File: src/sv/blpg_pkg.sv
`default_nettype none
// ----------------------------------------------------------------------------
// blpg_pkg: shared types and codes for the Bresenham line pixel generator
// Input word, output word and the command word passed from the front end to
// the back end through the command queue.
// ----------------------------------------------------------------------------
package blpg_pkg;

	localparam int unsigned COL_W = 9;
	localparam int unsigned ROW_W = 8;
	localparam int unsigned COLOR_W = 8;
	localparam int unsigned ADDR_W = 16;

	localparam logic ACT_START = 1'b0;
	localparam logic ACT_STEP = 1'b1;

	localparam logic [1:0] DIR_NONE = 2'd0;
	localparam logic [1:0] DIR_POS = 2'd1;
	localparam logic [1:0] DIR_NEG = 2'd3;

	localparam int unsigned CMDQ_DEPTH = 2;

	typedef struct packed {
		logic               action;
		logic [COL_W-1:0]   x_start;
		logic [ROW_W-1:0]   y_start;
		logic [COL_W-1:0]   x_end;
		logic [ROW_W-1:0]   y_end;
		logic [COLOR_W-1:0] line_color;
	} in_word_t;

	typedef struct packed {
		logic [COL_W-1:0]   pixel_x;
		logic [ROW_W-1:0]   pixel_y;
		logic [ADDR_W-1:0]  pixel_address;
		logic [COLOR_W-1:0] pixel_color;
		logic               last_pixel;
	} out_word_t;

	typedef struct packed {
		logic               is_start;
		logic [COL_W-1:0]   x1;
		logic [ROW_W-1:0]   y1;
		logic [1:0]         col_dir;
		logic [1:0]         row_dir;
		logic               col_is_major;
		logic [COL_W-1:0]   major_len;
		logic [COL_W-1:0]   minor_len;
		logic [COLOR_W-1:0] color;
	} cmd_t;

endpackage
`default_nettype wire

File: src/sv/blpg_front.sv
`default_nettype none
// ----------------------------------------------------------------------------
// blpg_front: command decode
// Classifies each input word and, for a start, saturates the endpoints and
// works out spans, directions and the major axis.
// ----------------------------------------------------------------------------
module blpg_front #(
	parameter int unsigned SCREEN_W = 320,
	parameter int unsigned SCREEN_H = 200
) (
	input  wire blpg_pkg::in_word_t in_word,
	output blpg_pkg::cmd_t          cmd
);

	localparam int unsigned X_MAX = SCREEN_W - 1;
	localparam int unsigned Y_MAX = SCREEN_H - 1;

	logic [blpg_pkg::COL_W-1:0] x1, x2, dx;
	logic [blpg_pkg::ROW_W-1:0] y1, y2, dy;
	logic [blpg_pkg::COL_W-1:0] dy_ext;
	logic                       col_major;

	always_comb begin
		// saturate endpoints to the screen
		x1 = (32'(in_word.x_start) > X_MAX) ? blpg_pkg::COL_W'(X_MAX) : in_word.x_start;
		x2 = (32'(in_word.x_end) > X_MAX) ? blpg_pkg::COL_W'(X_MAX) : in_word.x_end;
		y1 = (32'(in_word.y_start) > Y_MAX) ? blpg_pkg::ROW_W'(Y_MAX) : in_word.y_start;
		y2 = (32'(in_word.y_end) > Y_MAX) ? blpg_pkg::ROW_W'(Y_MAX) : in_word.y_end;
		dx = (x2 >= x1) ? (x2 - x1) : (x1 - x2);
		dy = (y2 >= y1) ? (y2 - y1) : (y1 - y2);
		dy_ext = blpg_pkg::COL_W'(dy);
		col_major = (dx >= dy_ext);

		cmd.is_start = (in_word.action == blpg_pkg::ACT_START);
		cmd.x1 = x1;
		cmd.y1 = y1;
		cmd.col_dir = (x2 > x1) ? blpg_pkg::DIR_POS :
			((x2 < x1) ? blpg_pkg::DIR_NEG : blpg_pkg::DIR_NONE);
		cmd.row_dir = (y2 > y1) ? blpg_pkg::DIR_POS :
			((y2 < y1) ? blpg_pkg::DIR_NEG : blpg_pkg::DIR_NONE);
		cmd.col_is_major = col_major;
		cmd.major_len = col_major ? dx : dy_ext;
		cmd.minor_len = col_major ? dy_ext : dx;
		cmd.color = in_word.line_color;
	end

endmodule
`default_nettype wire

File: src/sv/blpg_cmdq.sv
`default_nettype none
// ----------------------------------------------------------------------------
// blpg_cmdq: command queue
// Small register FIFO between the decode front end and the stepping back end.
// ----------------------------------------------------------------------------
module blpg_cmdq (
	input  wire                  clk,
	input  wire                  arst_n,
	input  wire                  push,
	input  wire blpg_pkg::cmd_t  push_cmd,
	output logic                 not_full,
	input  wire                  pop,
	output logic                 not_empty,
	output blpg_pkg::cmd_t       head_cmd
);

	localparam int unsigned DEPTH = blpg_pkg::CMDQ_DEPTH;
	localparam int unsigned PTR_W = (DEPTH > 1) ? $clog2(DEPTH) : 1;
	localparam int unsigned CNT_W = $clog2(DEPTH + 1);

	blpg_pkg::cmd_t   entry_q [DEPTH];
	logic [PTR_W-1:0] wr_ptr_q, rd_ptr_q;
	logic [CNT_W-1:0] count_q;

	assign not_full = (count_q != CNT_W'(DEPTH));
	assign not_empty = (count_q != '0);
	assign head_cmd = entry_q[rd_ptr_q];

	always_ff @(posedge clk or negedge arst_n) begin
		if (!arst_n) begin
			wr_ptr_q <= '0;
			rd_ptr_q <= '0;
			count_q <= '0;
		end else begin
			if (push) begin
				wr_ptr_q <= (32'(wr_ptr_q) == DEPTH - 1) ? '0 : wr_ptr_q + 1'b1;
			end
			if (pop) begin
				rd_ptr_q <= (32'(rd_ptr_q) == DEPTH - 1) ? '0 : rd_ptr_q + 1'b1;
			end
			if (push && !pop) begin
				count_q <= count_q + 1'b1;
			end else if (pop && !push) begin
				count_q <= count_q - 1'b1;
			end
		end
	end

	always_ff @(posedge clk) begin
		if (push) begin
			entry_q[wr_ptr_q] <= push_cmd;
		end
	end

`ifndef SYNTHESIS
	a_no_pop_empty: assert property (@(posedge clk) disable iff (!arst_n)
		pop |-> not_empty) else $error("cmdq: pop while empty");
	a_no_push_full: assert property (@(posedge clk) disable iff (!arst_n)
		push |-> not_full) else $error("cmdq: push while full");
	a_count_track: assert property (@(posedge clk) disable iff (!arst_n)
		(push && !pop) |=> (count_q == $past(count_q) + 1'b1))
		else $error("cmdq: count did not advance");
`endif

endmodule
`default_nettype wire

File: src/sv/blpg_back.sv
`default_nettype none
// ----------------------------------------------------------------------------
// blpg_back: line stepper
// Holds the Bresenham state, emits a pixel per start or active-line step and
// computes the framebuffer address in a second stage for the output register.
// ----------------------------------------------------------------------------
module blpg_back #(
	parameter int unsigned SCREEN_W = 320
) (
	input  wire                      clk,
	input  wire                      arst_n,
	input  wire                      cmd_valid,
	input  wire blpg_pkg::cmd_t      cmd,
	output logic                     cmd_pop,
	output logic                     out_valid,
	input  wire                      out_ready,
	output blpg_pkg::out_word_t      out_word
);

	localparam int unsigned CW = blpg_pkg::COL_W;
	localparam int unsigned RW = blpg_pkg::ROW_W;

	function automatic logic [CW-1:0] move_col(input logic [CW-1:0] pos, input logic [1:0] dir);
		logic [CW-1:0] r;
		r = pos;
		if (dir == blpg_pkg::DIR_POS) begin
			r = pos + 1'b1;
		end else if (dir == blpg_pkg::DIR_NEG && pos != '0) begin
			r = pos - 1'b1;
		end
		return r;
	endfunction

	function automatic logic [RW-1:0] move_row(input logic [RW-1:0] pos, input logic [1:0] dir);
		logic [RW-1:0] r;
		r = pos;
		if (dir == blpg_pkg::DIR_POS) begin
			r = pos + 1'b1;
		end else if (dir == blpg_pkg::DIR_NEG && pos != '0) begin
			r = pos - 1'b1;
		end
		return r;
	endfunction

	// line state
	logic                         active_q;
	logic [CW-1:0]                col_q;
	logic [RW-1:0]                row_q;
	logic [CW-1:0]                major_q, minor_q, err_q, steps_q;
	logic [1:0]                   col_dir_q, row_dir_q;
	logic                         col_major_q;
	logic [blpg_pkg::COLOR_W-1:0] color_q;

	// pixel stage
	logic                         pix_valid_s1;
	logic [CW-1:0]                pix_x_s1;
	logic [RW-1:0]                pix_y_s1;
	logic [blpg_pkg::COLOR_W-1:0] pix_color_s1;
	logic                         pix_last_s1;

	// output stage
	logic                         out_valid_s2;
	blpg_pkg::out_word_t          out_word_s2;

	logic                        adv_s2, adv_s1;
	logic [CW:0]                 err_sum;
	logic                        minor_move;
	logic [CW-1:0]               err_next, col_next;
	logic [RW-1:0]               row_next;
	logic [blpg_pkg::ADDR_W-1:0] addr_full;

	assign adv_s2 = !out_valid_s2 || out_ready;
	assign adv_s1 = !pix_valid_s1 || adv_s2;
	assign cmd_pop = cmd_valid && adv_s1;

	always_comb begin
		err_sum = {1'b0, err_q} + {1'b0, minor_q};
		minor_move = (err_sum >= {1'b0, major_q});
		err_next = minor_move ? CW'(err_sum - {1'b0, major_q}) : err_sum[CW-1:0];
		col_next = col_q;
		row_next = row_q;
		if (col_major_q) begin
			col_next = move_col(col_q, col_dir_q);
			if (minor_move) begin
				row_next = move_row(row_q, row_dir_q);
			end
		end else begin
			row_next = move_row(row_q, row_dir_q);
			if (minor_move) begin
				col_next = move_col(col_q, col_dir_q);
			end
		end
	end

	always_ff @(posedge clk or negedge arst_n) begin
		if (!arst_n) begin
			active_q <= 1'b0;
			col_q <= '0;
			row_q <= '0;
			major_q <= '0;
			minor_q <= '0;
			err_q <= '0;
			steps_q <= '0;
			col_dir_q <= blpg_pkg::DIR_NONE;
			row_dir_q <= blpg_pkg::DIR_NONE;
			col_major_q <= 1'b0;
			color_q <= '0;
			pix_valid_s1 <= 1'b0;
		end else begin
			if (adv_s1) begin
				pix_valid_s1 <= 1'b0;
			end
			if (cmd_pop) begin
				if (cmd.is_start) begin
					active_q <= (cmd.major_len != '0);
					col_q <= cmd.x1;
					row_q <= cmd.y1;
					major_q <= cmd.major_len;
					minor_q <= cmd.minor_len;
					err_q <= cmd.major_len >> 1;
					steps_q <= cmd.major_len;
					col_dir_q <= cmd.col_dir;
					row_dir_q <= cmd.row_dir;
					col_major_q <= cmd.col_is_major;
					color_q <= cmd.color;
					pix_valid_s1 <= 1'b1;
				end else if (active_q) begin
					col_q <= col_next;
					row_q <= row_next;
					err_q <= err_next;
					steps_q <= steps_q - 1'b1;
					active_q <= (steps_q != CW'(1));
					pix_valid_s1 <= 1'b1;
				end
				// drop a step with no active line
			end
		end
	end

	always_ff @(posedge clk) begin
		if (cmd_pop) begin
			if (cmd.is_start) begin
				pix_x_s1 <= cmd.x1;
				pix_y_s1 <= cmd.y1;
				pix_color_s1 <= cmd.color;
				pix_last_s1 <= (cmd.major_len == '0);
			end else begin
				pix_x_s1 <= col_next;
				pix_y_s1 <= row_next;
				pix_color_s1 <= color_q;
				pix_last_s1 <= (steps_q == CW'(1));
			end
		end
	end

	assign addr_full = blpg_pkg::ADDR_W'(32'(pix_y_s1) * 32'(SCREEN_W) + 32'(pix_x_s1));

	always_ff @(posedge clk or negedge arst_n) begin
		if (!arst_n) begin
			out_valid_s2 <= 1'b0;
		end else if (adv_s2) begin
			out_valid_s2 <= pix_valid_s1;
		end
	end

	always_ff @(posedge clk) begin
		if (adv_s2 && pix_valid_s1) begin
			out_word_s2.pixel_x <= pix_x_s1;
			out_word_s2.pixel_y <= pix_y_s1;
			out_word_s2.pixel_address <= addr_full;
			out_word_s2.pixel_color <= pix_color_s1;
			out_word_s2.last_pixel <= pix_last_s1;
		end
	end

	assign out_valid = out_valid_s2;
	assign out_word = out_word_s2;

`ifndef SYNTHESIS
	a_active_has_steps: assert property (@(posedge clk) disable iff (!arst_n)
		active_q |-> (steps_q != '0)) else $error("back: active line with no steps");
	a_err_below_major: assert property (@(posedge clk) disable iff (!arst_n)
		active_q |-> (err_q < major_q)) else $error("back: error term out of range");
	a_start_emits: assert property (@(posedge clk) disable iff (!arst_n)
		(cmd_pop && cmd.is_start) |=> pix_valid_s1)
		else $error("back: start gave no pixel");
	a_s1_holds: assert property (@(posedge clk) disable iff (!arst_n)
		(pix_valid_s1 && !adv_s1) |=> (pix_valid_s1 && $stable(pix_x_s1)
		&& $stable(pix_y_s1))) else $error("back: stalled pixel changed");
`endif

endmodule
`default_nettype wire

File: src/sv/bresenham_line_pixel_generator.sv
// Each word goes through the command queue, pixel stage and output register in turn.
// Throughput: a word per cycle unless out_ready stalls; a step is one add and compare.
// The command queue (two entries) lets input words be taken while output stalls.
// Address row*SCREEN_W+col is formed by a constant multiply in the output stage.
// Reset (arst_n low, asynchronous) clears the queue, the pipeline and the line state.
`default_nettype none
// ----------------------------------------------------------------------------
// bresenham_line_pixel_generator: top level
// Decode front end, command queue and line-stepping back end.
// ----------------------------------------------------------------------------
module bresenham_line_pixel_generator #(
	parameter int unsigned SCREEN_W = 320,
	parameter int unsigned SCREEN_H = 200
) (
	input  wire                      clk,
	input  wire                      arst_n,
	input  wire                      in_valid,
	output logic                     in_ready,
	input  wire blpg_pkg::in_word_t  in_word,
	output logic                     out_valid,
	input  wire                      out_ready,
	output blpg_pkg::out_word_t      out_word
);

	blpg_pkg::cmd_t dec_cmd, head_cmd;
	logic           q_not_full, q_not_empty, q_pop;

	blpg_front #(
		.SCREEN_W(SCREEN_W),
		.SCREEN_H(SCREEN_H)
	) u_front (
		.in_word(in_word),
		.cmd(dec_cmd)
	);

	assign in_ready = q_not_full;

	blpg_cmdq u_cmdq (
		.clk(clk),
		.arst_n(arst_n),
		.push(in_valid && q_not_full),
		.push_cmd(dec_cmd),
		.not_full(q_not_full),
		.pop(q_pop),
		.not_empty(q_not_empty),
		.head_cmd(head_cmd)
	);

	blpg_back #(
		.SCREEN_W(SCREEN_W)
	) u_back (
		.clk(clk),
		.arst_n(arst_n),
		.cmd_valid(q_not_empty),
		.cmd(head_cmd),
		.cmd_pop(q_pop),
		.out_valid(out_valid),
		.out_ready(out_ready),
		.out_word(out_word)
	);

endmodule
`default_nettype wire

File: config.mk
export PLATFORM = sky130hd
export DESIGN_NAME = bresenham_line_pixel_generator
export DESIGN_NICKNAME = d
export VERILOG_FILES = /design/src/sv/blpg_pkg.sv /design/src/sv/blpg_front.sv /design/src/sv/blpg_cmdq.sv /design/src/sv/blpg_back.sv /design/src/sv/bresenham_line_pixel_generator.sv
export SDC_FILE = /design/constraint.sdc
export NUM_CORES = 1
export LEC_CHECK = 0
export BUFFER_PORTS_ARGS = -buffer_cell sky130_fd_sc_hd__buf_2
export CAP_MARGIN = 20
export CORE_MARGIN = 2
export CORE_UTILIZATION = 60
export DETAILED_ROUTE_END_ITERATION = 8
export PLACE_DENSITY = 0.79
export SLEW_MARGIN = 20
export SYNTH_ARGS = -nofsm -noshare
export SYNTH_HDL_FRONTEND = slang
export SYNTH_HIERARCHICAL = 1
export SYNTH_SLANG_ARGS = --single-unit
File: constraint.sdc
create_clock -name clk -period 4.3 [get_ports clk]
set_input_delay 0 -clock clk [delete_from_list [all_inputs] [get_ports clk]]
set_output_delay 0 -clock clk [all_outputs]
set_load 0.03 [all_outputs]
==> impl_metrics.env <==
export IMPL_crit_type="flip-flop to flip-flop"
export IMPL_numPortBuffers=90
export IMPL_clk_insertion_delay_late_ns=0.51
export IMPL_ys_ff_latch=233
export IMPL_maxSlewHeadroom_pct=37.4
export IMPL_finalWorstPathRequiredPeriod_ns=4.14
export IMPL_use_met2_pct=42.7
export IMPL_gr_usage_met3_pct=3.72
export IMPL_cp_end_kind="flip-flop"
export IMPL_fin_cells=1586
export IMPL_ys_types=86
export IMPL_period_share_pct=96.2
export IMPL_leakagePower_nw=6.63
export IMPL_grt_use_total_pct=25.2
export IMPL_final_util_pct=69.8
export IMPL_n_fill_cell=1554
export IMPL_rows=54
export IMPL_async_reset_ff_share_pct=31.3
export IMPL_crit_path_max_fanout=6
export IMPL_syn_inst=1168
export IMPL_dieWidth_um=154
export IMPL_grt_pass1_wl_um=48200
export IMPL_cap_violations=0
export IMPL_wirelength_um=29700
export IMPL_ys_top_cells_by_count="edfxtp_1 (160), nand2_1 (127), ha_1 (81), inv_1 (75), dfrtp_1 (73)"
export IMPL_status="finished clean"
export IMPL_clock_skew_ns=0.0122
export IMPL_syn_area_per_cell_um2=11.5
export IMPL_gr_max_usage_layer="met2"
export IMPL_clkTransAtPathRegs_ns=0.06
export IMPL_met1_usage_pct=32.9
export IMPL_cellPowerDensity_nw_per_um2=923
export IMPL_die_h_um=154
export IMPL_io_pins=91
export IMPL_grt_setup_unrepaired="no"
export IMPL_ys_seq_area_share_pct=49.4
export IMPL_wl_per_cell_um=18.8
export IMPL_combPwrFrac_pct=55.1
export IMPL_gr_total_overflow=0
export IMPL_hp_class="primary input to flip-flop"
export IMPL_synth_top_area_share_pct=35.8
export IMPL_hp_start="in_word[39]"
export IMPL_first_global_vias=9459
export IMPL_cts_made_buffers=25
export IMPL_die_area_um2=23600
export IMPL_gp_routability_congestion=0.951
export IMPL_holdPathEnd="u_cmdq/entry_q[1][39]$_DFFE_PP_"
export IMPL_place_hpwl_um=20800
export IMPL_core_area_um2=21900
export IMPL_finalMaxSlewViolations=0
export IMPL_synthTopCellsByArea="edfxtp_1 (36%), dfrtp_1 (14%), ha_1 (7.5%), mux2_4 (5.6%), nand2_1 (3.5%)"
export IMPL_setup_viol_count_final=0
export IMPL_max_freq_mhz=242
export IMPL_finalHoldViolations=0
export IMPL_synthesis_area_um2=13400
export IMPL_critical_path_arrival_ns=4.40
export IMPL_startpoint_type="flip-flop"
export IMPL_p_switching_mw=5.96
export IMPL_root_buffer="clkbuf_16"
export IMPL_power_total_mw=14.1
export IMPL_syn_num_nets=1304
export IMPL_cts_tree="done"
export IMPL_drive_gt1_share_pct=21.9
export IMPL_clkPwrFrac_pct=14.8
export IMPL_hold_ws_ns=0.0508
export IMPL_grt_max_degree=67
export IMPL_synth_main_ff_cell="edfxtp_1"
export IMPL_vias_per_cell=5.93
export IMPL_reg2reg_to="u_back/pix_y_s1[0]$_DFFE_PP_"
export IMPL_ir_drop_mv=0.512
export IMPL_synth_most_common_cell="edfxtp_1"
export IMPL_p_int_mw=8.14
export IMPL_route_detailed_drc=0
export IMPL_synth_top_area_cell="edfxtp_1"
export IMPL_antenna_left=0
export IMPL_cts_htree_levels=1
export IMPL_clock_sinks=233
export IMPL_sw_frac_of_total_pct=42.3
export IMPL_critPathRequiredTime_ns=4.56
export IMPL_antenna_found_initial=1
export IMPL_r2r_start="u_back/minor_q[0]$_DFFE_PN0P_"
export IMPL_ff2ff_path_depth=14
export IMPL_worst_pin_slew_ns=0.938
export IMPL_cts_buffer_depth=3
export IMPL_num_vias=9401
export IMPL_fin_nets=1423
export IMPL_synth_enable_flop_cells=160
export IMPL_p_seq_share_pct=30.2
export IMPL_ff2ff_setup_slack_ns=0.16
export IMPL_dp_cells=1508
export IMPL_initial_core_util_pct=61.4
export IMPL_min_path_cells=4
export IMPL_firstDrtPassIters=6
export IMPL_syn_to_final_growth_pct=13.8
export IMPL_drtIter0Drc=844
export IMPL_ys_warn_count=6
worst max path at each step:
stage / start / to / cells after the start
floorplan: in_word[23] / u_cmdq/entry_q[0][9]$_DFFE_PP_ / 18
global placement: in_word[23] / u_cmdq/entry_q[0][13]$_DFFE_PP_ / 19
detailed placement: in_word[23] / u_cmdq/entry_q[1][20]$_DFFE_PP_ / 19
CTS: u_back/minor_q[0]$_DFFE_PN0P_ / u_back/pix_y_s1[0]$_DFFE_PP_ / 15
global route: in_word[41] / u_cmdq/entry_q[1][20]$_DFFE_PP_ / 19
finish: u_back/minor_q[0]$_DFFE_PN0P_ / u_back/pix_y_s1[0]$_DFFE_PP_ / 14
final cells by class:
type | count | area, um^2 | share of cell area, %
multi-input combinational | 794 | 6190 | 40.5
antenna | 1 | 2.50 | 0.0164
clock inverter | 14 | 135 | 0.884
sequential | 233 | 6630 | 43.4
inverter | 75 | 282 | 1.84
timing repair buffer | 158 | 1040 | 6.78
tap | 280 | 350 | 2.29
clock buffer | 31 | 658 | 4.31
power by group through the flow:
stage | registers, mW | clock network [mW] | logic, mW
finish | 4.25 | 2.08 | 7.77
global route | 4.35 | 2.21 | 8.52
CTS | 4.24 | 2.12 | 7.52
detailed placement | 4.27 | 0 | 7.42
global placement | 4.22 | 0 | 7.17
floorplan | 4.37 | 0 | 5.61
logic make-up after synthesis:
kind of cell | Yosys count | synth area share (%)
AO/OA/AOI/OAI | 223 | 11.1
XOR/XNOR | 56 | 3.65
adder cells (fa/ha/maj) | 89 | 8.74
buffers and inverters | 141 | 5.38
flip-flops | 233 | 49.4
multiplexers | 100 | 9.49
other | 1 | 0.0279
AND/OR/NAND/NOR | 325 | 12.3
cell usage in the layout, fill, tap and decap left out, types with 38 or more instances in the layout:
cell type  netlist  routed
a21oi_1         47      46
buf_4           16      38
nand2_1        127     127
nor2_1          42      40
ha_1            81      80
o21ai_0         62      61
buf_2            4      90
edfxtp_1       160     160
dfrtp_1         73      72
inv_1           75      74
mux2_4          50      50
critical path, stage by stage (launching register included):
cell,delay [ns]
dfrtp_1,0.39
ha_1,0.25
fa_2,0.37
a21o_1,0.18
a221o_1,0.33
or2_2,0.29
xor2_1,0.17
ha_1,0.34
nand4_1,0.16
or3_4,0.44
and3_4,0.23
nand3_2,0.15
nand3_2,0.15
xnor2_1,0.16
mux2_2,0.26
stage by stage:
stage          instance area (um^2)  TNS, ns  setup WS (ns)
6_report                      15300        0          0.163
5_1_grt                       15300        0         0.0104
4_1_cts                       15200        0         0.0359
3_5_place_dp                  14100    -1.27        -0.0836
3_3_place_gp                  14100        0         0.0585
2_1_floorplan                 13400        0         0.0809
metal layers:
metal / vias to the layer above / share of wire [%]
met5: - / 0
met4: 0 / 4.1
met3: 86 / 6.5
met2: 379 / 48
met1: 4492 / 41
li1: 4444 / -
registers in the layout, summed over array words and instances, names as in the netlist, 2 cells and up:
| name | count |
|---|---|
| u_back/col_q | 9 |
| u_back/row_q | 8 |
| u_back/pix_x_s1 | 9 |
| u_back/out_word | 36 |
| u_back/pix_y_s1 | 8 |
| u_back/pix_color_s1 | 8 |
| u_back/minor_q | 9 |
| u_back/row_dir_q | 2 |
| u_back/steps_q | 9 |
| u_cmdq/count_q | 2 |
| u_cmdq/entry_q | 98 |
| u_back/color_q | 8 |
| u_back/col_dir_q | 2 |
| u_back/err_q | 9 |
| u_back/major_q | 9 |
repair_timing:
action | 4_1_cts | 5_1_grt
resized for setup | 0 | 20
buffers inserted | 0 | 2
setup endpoints to repair | 0 | 62
hold buffers | 30 | 0
endpoints found under the hold margin | 89 | 0
(Power assumes the default switching activity.)
